--- src/rtl/wwkm_pkg.sv ---
`default_nettype none
package wwkm_pkg;

  // Default maximum keyword length, in characters.
  localparam int MAX_KEYWORD_DEF = 8;

  // Field and register widths fixed by the interface.
  localparam int TEXT_W     = 8;
  localparam int KW_BYTES_W = 64;
  localparam int KW_LEN_W   = 4;

  // APB port: two registers on an 8-byte pitch.
  localparam int APB_ADDR_W = 4;
  localparam int APB_DATA_W = 64;
  localparam int REG_SEL_BIT = 3;

  // Register indexes, decoded from the register select bit of paddr.
  localparam logic REG_KEYWORD_BYTES  = 1'b0;
  localparam logic REG_KEYWORD_LENGTH = 1'b1;

  // Reset values of the registers.
  localparam logic [KW_BYTES_W-1:0] KW_BYTES_RST = '0;
  localparam logic [KW_LEN_W-1:0]   KW_LEN_RST   = KW_LEN_W'(1);

  // Character constants.
  localparam logic [TEXT_W-1:0] CHAR_LOWER_A = 8'h61;
  localparam logic [TEXT_W-1:0] CHAR_LOWER_Z = 8'h7a;
  localparam logic [TEXT_W-1:0] CHAR_UPPER_A = 8'h41;
  localparam logic [TEXT_W-1:0] CHAR_UPPER_Z = 8'h5a;
  localparam logic [TEXT_W-1:0] CASE_OFFSET  = 8'h20;

  // Configuration as seen by the matcher.
  typedef struct packed {
    logic [KW_BYTES_W-1:0] keyword_bytes;
    logic [KW_LEN_W-1:0]   keyword_length;
  } cfg_t;

  // One transaction handed from the input register to the matcher.
  typedef struct packed {
    logic              valid;
    logic              end_of_line;
    logic [TEXT_W-1:0] text_byte;
  } step_t;

  function automatic logic is_upper(input logic [TEXT_W-1:0] c);
    return (c >= CHAR_UPPER_A) && (c <= CHAR_UPPER_Z);
  endfunction

  function automatic logic is_letter(input logic [TEXT_W-1:0] c);
    return is_upper(c) || ((c >= CHAR_LOWER_A) && (c <= CHAR_LOWER_Z));
  endfunction

  function automatic logic [TEXT_W-1:0] fold_case(input logic [TEXT_W-1:0] c);
    return is_upper(c) ? (c + CASE_OFFSET) : c;
  endfunction

endpackage
`default_nettype wire

--- src/rtl/wwkm_cfg.sv ---
`default_nettype none
module wwkm_cfg (
  input  wire logic                              clk_i,
  input  wire logic                              rst_ni,
  input  wire logic                              psel,
  input  wire logic                              penable,
  input  wire logic                              pwrite,
  input  wire logic [wwkm_pkg::APB_ADDR_W-1:0]   paddr,
  input  wire logic [wwkm_pkg::APB_DATA_W-1:0]   pwdata,
  output logic      [wwkm_pkg::APB_DATA_W-1:0]   prdata,
  output logic                                   pready,
  output wwkm_pkg::cfg_t                         cfg_o
);

  logic [wwkm_pkg::KW_BYTES_W-1:0] kw_bytes_q;
  logic [wwkm_pkg::KW_LEN_W-1:0]   kw_len_q;
  logic                            wr_en;
  logic                            reg_sel;

  assign pready  = 1'b1;
  assign wr_en   = psel && penable && pwrite;
  assign reg_sel = paddr[wwkm_pkg::REG_SEL_BIT];

  always_ff @(posedge clk_i or negedge rst_ni) begin
    if (!rst_ni) begin
      kw_bytes_q <= wwkm_pkg::KW_BYTES_RST;
      kw_len_q   <= wwkm_pkg::KW_LEN_RST;
    end else if (wr_en) begin
      unique case (reg_sel)
        wwkm_pkg::REG_KEYWORD_BYTES:  kw_bytes_q <= pwdata[wwkm_pkg::KW_BYTES_W-1:0];
        wwkm_pkg::REG_KEYWORD_LENGTH: kw_len_q   <= pwdata[wwkm_pkg::KW_LEN_W-1:0];
        default: ;
      endcase
    end
  end

  always_comb begin
    unique case (reg_sel)
      wwkm_pkg::REG_KEYWORD_BYTES:  prdata = wwkm_pkg::APB_DATA_W'(kw_bytes_q);
      wwkm_pkg::REG_KEYWORD_LENGTH: prdata = wwkm_pkg::APB_DATA_W'(kw_len_q);
      default:                      prdata = '0;
    endcase
  end

  assign cfg_o.keyword_bytes  = kw_bytes_q;
  assign cfg_o.keyword_length = kw_len_q;

endmodule
`default_nettype wire

--- src/rtl/wwkm_window.sv ---
`default_nettype none
module wwkm_window #(
  parameter int MaxKeyword = wwkm_pkg::MAX_KEYWORD_DEF
) (
  input  wire logic            clk_i,
  input  wire logic            rst_ni,
  input  wire wwkm_pkg::cfg_t  cfg_i,
  input  wire wwkm_pkg::step_t step_i,
  output logic                 matched_o
);

  localparam int Depth  = MaxKeyword + 1;
  localparam int SeenW  = $clog2(MaxKeyword + 2);
  localparam int TextW  = wwkm_pkg::TEXT_W;
  localparam int LenW   = wwkm_pkg::KW_LEN_W;

  logic [TextW-1:0] win_q [Depth];
  logic [TextW-1:0] win_d [Depth];
  logic [SeenW-1:0] seen_q, seen_d;
  logic             await_q, await_d;
  logic             found_q, found_d;
  logic [LenW-1:0]  len_eff;
  logic             chars_eq;
  logic [TextW-1:0] text_char;
  logic [TextW-1:0] left_char;
  logic             hit;

  // Shifted window: the new byte lands at index 0.
  always_comb begin
    win_d[0] = step_i.text_byte;
    for (int i = 1; i < Depth; i++) begin
      win_d[i] = win_q[i-1];
    end
  end

  always_comb begin
    if (cfg_i.keyword_length == '0) begin
      len_eff = LenW'(1);
    end else if (cfg_i.keyword_length > LenW'(MaxKeyword)) begin
      len_eff = LenW'(MaxKeyword);
    end else begin
      len_eff = cfg_i.keyword_length;
    end
  end

  assign seen_d = (seen_q < SeenW'(Depth)) ? (seen_q + SeenW'(1)) : seen_q;

  // Keyword character k lines up with window byte len-1-k.
  always_comb begin
    chars_eq  = 1'b1;
    text_char = '0;
    for (int k = 0; k < MaxKeyword; k++) begin
      text_char = '0;
      for (int j = 0; j < MaxKeyword; j++) begin
        if (j + k + 1 == int'(len_eff)) begin
          text_char = win_d[j];
        end
      end
      if ((k < int'(len_eff)) &&
          (wwkm_pkg::fold_case(cfg_i.keyword_bytes[8*k +: 8]) !=
           wwkm_pkg::fold_case(text_char))) begin
        chars_eq = 1'b0;
      end
    end
  end

  always_comb begin
    left_char = '0;
    for (int j = 0; j < Depth; j++) begin
      if (j == int'(len_eff)) begin
        left_char = win_d[j];
      end
    end
  end

  assign hit = (int'(seen_d) >= int'(len_eff)) && chars_eq &&
               ((int'(seen_d) == int'(len_eff)) || !wwkm_pkg::is_letter(left_char));

  assign await_d = hit;
  assign found_d = found_q || (await_q && !wwkm_pkg::is_letter(step_i.text_byte));

  // Window bytes beyond the fill count are never consulted, so they need no clearing.
  always_ff @(posedge clk_i) begin
    if (step_i.valid && !step_i.end_of_line) begin
      for (int i = 0; i < Depth; i++) begin
        win_q[i] <= win_d[i];
      end
    end
  end

  always_ff @(posedge clk_i or negedge rst_ni) begin
    if (!rst_ni) begin
      seen_q  <= '0;
      await_q <= 1'b0;
      found_q <= 1'b0;
    end else if (step_i.valid) begin
      if (step_i.end_of_line) begin
        seen_q  <= '0;
        await_q <= 1'b0;
        found_q <= 1'b0;
      end else begin
        seen_q  <= seen_d;
        await_q <= await_d;
        found_q <= found_d;
      end
    end
  end

  // A match still waiting for its right boundary is closed by the end of line.
  assign matched_o = found_q || await_q;

endmodule
`default_nettype wire

--- src/rtl/whole_word_keyword_matcher.sv ---
`default_nettype none
// Channel   Direction  Handshake               Payload
// input     in         in_valid_i/in_stall_o   text_byte_i[7:0], end_of_line_i
// output    out        out_valid_o/out_stall_i line_matched_o
// config    in/out     APB (psel, penable)     paddr[3:0], pwdata/prdata[63:0]
//
// Each transaction enters the input register; an end-of-line one then loads the result
// register. A new transaction is accepted in every cycle unless the input side stalls:
// the window compare is one shallow level of logic from input register to match state.
// Reset is asynchronous and active low; it empties both registers, clears the line
// state and loads the keyword registers with a keyword of one NUL character.
// Only end-of-line transactions produce a result. A stalled result holds in the output
// register; the input side stalls only when an end-of-line transaction waits behind it.
module whole_word_keyword_matcher #(
  parameter int MaxKeyword = wwkm_pkg::MAX_KEYWORD_DEF
) (
  input  wire logic                            clk_i,
  input  wire logic                            rst_ni,
  input  wire logic                            in_valid_i,
  output logic                                 in_stall_o,
  input  wire logic [wwkm_pkg::TEXT_W-1:0]     text_byte_i,
  input  wire logic                            end_of_line_i,
  output logic                                 out_valid_o,
  input  wire logic                            out_stall_i,
  output logic                                 line_matched_o,
  input  wire logic                            psel,
  input  wire logic                            penable,
  input  wire logic                            pwrite,
  input  wire logic [wwkm_pkg::APB_ADDR_W-1:0] paddr,
  input  wire logic [wwkm_pkg::APB_DATA_W-1:0] pwdata,
  output logic      [wwkm_pkg::APB_DATA_W-1:0] prdata,
  output logic                                 pready
);

  wwkm_pkg::cfg_t  cfg;
  wwkm_pkg::step_t step;

  // Input register.
  logic                        s1_valid_q, s1_valid_d;
  logic                        s1_eol_q;
  logic [wwkm_pkg::TEXT_W-1:0] s1_byte_q;
  logic                        s1_adv;
  logic                        in_take;

  // Result register.
  logic out_valid_q, out_valid_d;
  logic out_match_q;
  logic matched;

  wwkm_cfg u_cfg (
    .clk_i  (clk_i),
    .rst_ni (rst_ni),
    .psel   (psel),
    .penable(penable),
    .pwrite (pwrite),
    .paddr  (paddr),
    .pwdata (pwdata),
    .prdata (prdata),
    .pready (pready),
    .cfg_o  (cfg)
  );

  // A text byte always moves on; an end-of-line needs room in the result register.
  assign s1_adv  = s1_valid_q && (!s1_eol_q || !out_valid_q || !out_stall_i);
  assign in_stall_o = s1_valid_q && !s1_adv;
  assign in_take = in_valid_i && !in_stall_o;

  assign step.valid       = s1_adv;
  assign step.end_of_line = s1_eol_q;
  assign step.text_byte   = s1_byte_q;

  wwkm_window #(
    .MaxKeyword(MaxKeyword)
  ) u_window (
    .clk_i    (clk_i),
    .rst_ni   (rst_ni),
    .cfg_i    (cfg),
    .step_i   (step),
    .matched_o(matched)
  );

  assign s1_valid_d  = in_take || (s1_valid_q && !s1_adv);
  assign out_valid_d = (s1_adv && s1_eol_q) || (out_valid_q && out_stall_i);

  always_ff @(posedge clk_i or negedge rst_ni) begin
    if (!rst_ni) begin
      s1_valid_q  <= 1'b0;
      out_valid_q <= 1'b0;
    end else begin
      s1_valid_q  <= s1_valid_d;
      out_valid_q <= out_valid_d;
    end
  end

  always_ff @(posedge clk_i) begin
    if (in_take) begin
      s1_byte_q <= text_byte_i;
      s1_eol_q  <= end_of_line_i;
    end
    if (s1_adv && s1_eol_q) begin
      out_match_q <= matched;
    end
  end

  assign out_valid_o    = out_valid_q;
  assign line_matched_o = out_match_q;

endmodule
`default_nettype wire

--- config.mk ---
export PLATFORM = sky130hd
export DESIGN_NAME = whole_word_keyword_matcher
export DESIGN_NICKNAME = d
export VERILOG_FILES = /design/src/rtl/wwkm_pkg.sv /design/src/rtl/wwkm_cfg.sv /design/src/rtl/wwkm_window.sv /design/src/rtl/whole_word_keyword_matcher.sv
export SDC_FILE = /design/constraint.sdc
export NUM_CORES = 1
export LEC_CHECK = 0
export ABC_CLOCK_PERIOD_IN_PS = 9400
export BUFFER_PORTS_ARGS = -buffer_cell sky130_fd_sc_hd__buf_2
export CORE_UTILIZATION = 40
export CTS_CLUSTER_SIZE = 10
export DETAILED_ROUTE_END_ITERATION = 12
export GPL_TIMING_DRIVEN = 0
export PLACE_DENSITY_LB_ADDON = 0.3
export SYNTH_ARGS = -nofsm -noshare
export SYNTH_HDL_FRONTEND = slang
export SYNTH_HIERARCHICAL = 1
export SYNTH_SLANG_ARGS = --single-unit
--- constraint.sdc ---
create_clock -name clk_i -period 9.4 [get_ports clk_i]
set_input_delay 1.41 -clock clk_i [delete_from_list [all_inputs] [get_ports clk_i]]
set_output_delay 1.41 -clock clk_i [all_outputs]
set_load 0.02 [all_outputs]
==> reports/metrics.csv <==
metric,value,unit
outcome,finished with violations,
violated_checks,"max-capacitance violations, max-slew violations",
ports_placed_on_the_boundary,152,
post_dp_cell_area,12130,µm²
synth_largest_type_area_fraction,20.08,%
worstSetupStartpointType,register,
timing_worst_setup_path_type,reg2reg,
drcViolationCount,0,
grt_overflow_total,0,
worstMarginPinSlew,1572,ps
yosys-top-cells-area,"edfxtp_1, dfrtp_1, mux2_4, nor2b_1, a21oi_1",
clkPwrFrac,24.1,%
cts_root_buf,clkbuf_16,
maxClockFrequency,183.8,MHz
dieHeight,167.2,µm
count_leader_synth,nor2b_1,
synth.largest_area_cell,edfxtp_1,
clk_pin_slew_worst_paths,70,ps
synth-async-reset-ratio,51.01,%
power,2.894,mW
rsz0062_at_grt,no,
layout_min_cycle_time,5442,ps
tritoncts.num_buffers,17,
detailed_place_hpwl,29020,µm
dp_slack,4186,ps
cts.sinks,149,
ys.warnings.count,6,
route.antenna.remaining_nets,0,
register_bit_total_from_synthesis,149,
worst_slack,3958,ps
routed-via-count,9920,
post_drt_via_cell_ratio,6.120,
peakVddDrop,0.1243,mV
finalSetupViolCount,0,
fin_util,47.30,%
final_non_filler_cell_total,1621,
core.rowCount,60,
num-fill-cells,2498,
firstDrtPassIters,5,
grt_pass1_wl,59800,µm
hold_ws,439.8,ps
number_of_violations_of_the_max_capacitance_limit,1,
maximum_number_of_pins_on_one_net_before_global_route_repair,70,
ys_top_cells_by_count,"nor2b_1, dfrtp_1, nor2_1",
route.final.wire_length,39590,µm
grt_pass1_vias,9498,
synth-seq-area-share,37.52,%
finalWeightedCongestion,1.010,
worst_slew_margin_rel,-6.253,%
postCtsHoldBufs,0,
placedCellCount,1589,
design.final.nets,1373,
track_usage,28.49,%
skew,6.742,ps
synthesis.area,10920,µm²
syn_nets,1205,
clock_path_buffers,2,
report.final.hold_viol_count,0,
pwr_density_cell,227.6,nW/µm²
layout-area-overhead-vs-synth,16.45,%
path_max_fanout,10,
initial_core_util,40.61,%
cts_setup_buffers,0,
power.sequential.fraction,31.3,%
yosys.cell_types.count,88,
final_design_area_no_fill,12710,µm²
timing.critical_path.to_type,register,
worst-endpoint-required,9730,ps
leakage,5.388,nW
htreeDepth,4,
ant_cells,0,
dieArea,27950,µm²
grt_antenna_before_repair,2,
pwr-share-comb,44.5,%
intPower,1.688,mW
power_switching,1.206,mW
worstSkewPairLatency,430,ps
wp_data_arrival,5780,ps
dr.first_iter.drc_count,1034,
routed_wire_length_per_instance,24.42,µm
io_buffer_count,147,
period_share,57.89,%
cts_tree,done,
synth_enable_flop_cells,73,
synth_cells,1099,
min_delay_path_class,reg2reg,
setup_tns,0,ps
setup.reg_to_reg.worst_slack,3960,ps
slew_viol_final,6,
cts_resized,0,
main_synth_ff_type,dfrtp_1,
die-width,167.2,µm
placeableCoreArea,26880,µm²
sw_frac_of_total,41.67,%
fraction_of_final_layout_cells_with_drive_strength_greater_than_1,25.55,%
post_synth.cell_area_avg,9.932,µm²
==> flip-flops by register name (all words and copies together) (netlist names) <==
register          cells
u_cfg/kw_len_q        4
s1_eol_q              1
u_window/win_q       63
u_cfg/kw_bytes_q     64
s1_byte_q             8
out_valid_o           1
u_window/seen_q       4
s1_valid_q            1
line_matched_o        1
u_window/found_q      1
u_window/await_q      1
==> logic make-up after synthesis <==
kind of cell / after synthesis / share of synthesized area [%]
AOI/OAI and AO/OA: 299 / 19.02
adders and majority gates: 22 / 2.522
muxes: 110 / 13.33
and+or+nand+nor: 353 / 17.43
other: 1 / 0.03435
xor gates and xnor gates: 61 / 5.021
DFF: 149 / 37.52
buffers and inverters: 104 / 5.124
==> area by class of cell <==
cell class | count | area (µm²) | share of cell area, %
Sequential cell | 149 | 4095 | 32.22
Buffer | 71 | 435.4 | 3.426
Timing Repair Buffer | 149 | 785.8 | 6.182
Multi-Input combinational cell | 846 | 6261 | 49.26
Clock inverter | 13 | 150.1 | 1.181
Tap cell | 341 | 426.7 | 3.357
Inverter | 33 | 123.9 | 0.9745
Clock buffer | 19 | 432.9 | 3.406
==> power by group through the flow <==
| stage | registers, mW | clock network, mW | logic (mW) |
|---|---|---|---|
| detailed placement | 0.918 | 0 | 1.25 |
| global route | 0.924 | 0.738 | 1.37 |
| floorplan | 0.870 | 0 | 0.884 |
| CTS | 0.906 | 0.711 | 1.25 |
| global placement | 0.916 | 0 | 1.23 |
| finish | 0.907 | 0.699 | 1.29 |
==> critical path: stages, from the launching register on <==
cell and delay [ps]:
dfrtp_1 550, buf_2 280, inv_1 160, clkbuf_1 580, clkbuf_1 730, clkbuf_1 700, nand2_1 140, ha_1 330
a21o_1 100, a21o_1 100, a21oi_1 90, nor4_1 250, nand4_1 120, or4_1 500, a2111o_1 430, o32ai_1 270
==> cell usage in the layout, fill, tap and decap left out, types with 6 or more instances in the layout <==
| cell | count |
|---|---|
| nand3b_1 | 12 |
| o22ai_1 | 26 |
| nor3_1 | 26 |
| ha_1 | 22 |
| inv_1 | 31 |
| a22oi_1 | 15 |
| buf_2 | 176 |
| a21o_1 | 6 |
| dfrtp_1 | 75 |
| nor2b_1 | 77 |
| mux2i_1 | 25 |
| buf_12 | 7 |
| edfxtp_1 | 73 |
| nand2b_1 | 18 |
| a211oi_1 | 11 |
| nor2_1 | 75 |
| nand3_1 | 20 |
| xnor2_1 | 28 |
| o32ai_1 | 6 |
| mux2_4 | 60 |
| o2bb2ai_1 | 7 |
| o31ai_1 | 9 |
| o21ai_0 | 49 |
| a31oi_1 | 13 |
| clkbuf_16 | 17 |
| mux2_2 | 23 |
| a22o_1 | 7 |
| nand4_1 | 6 |
| xor2_1 | 32 |
| nor4_1 | 9 |
| buf_4 | 8 |
| o21a_1 | 6 |
| o221ai_1 | 7 |
| a21oi_1 | 58 |
| a221oi_1 | 10 |
| clkbuf_1 | 24 |
| nand2_1 | 64 |
| nor3b_1 | 8 |
| o211ai_1 | 9 |
==> path summary, 6_finish.rpt <==
check	start	to	cells past startpoint
worst max-delay path	u_cfg/kw_len_q[3]$_DFFE_PN0P_	u_window/await_q$_DFFE_PN0P_	15
max in group asynchronous	rst_ni	u_cfg/kw_len_q[0]$_DFFE_PN1P_	2
worst max register to register	u_cfg/kw_len_q[3]$_DFFE_PN0P_	u_window/await_q$_DFFE_PN0P_	15
worst min-delay path	s1_byte_q[2]$_DFFE_PP_	u_window/win_q[0][2]$_DFFE_PP_	0
min in group asynchronous	rst_ni	out_valid_o$_DFF_PN0_	1
worst min register to register	s1_byte_q[2]$_DFFE_PP_	u_window/win_q[0][2]$_DFFE_PP_	0
==> per-layer routing <==
| layer | routed length (µm) | GRT usage (%) |
|---|---|---|
| met1 | 16770 | 37.50 |
| met2 | 17210 | 43.39 |
| met3 | 3741 | 7.540 |
| met4 | 1848 | 13.76 |
| met5 | 14 | 0 |
No activity file was read; power rests on OpenSTA's default activity.
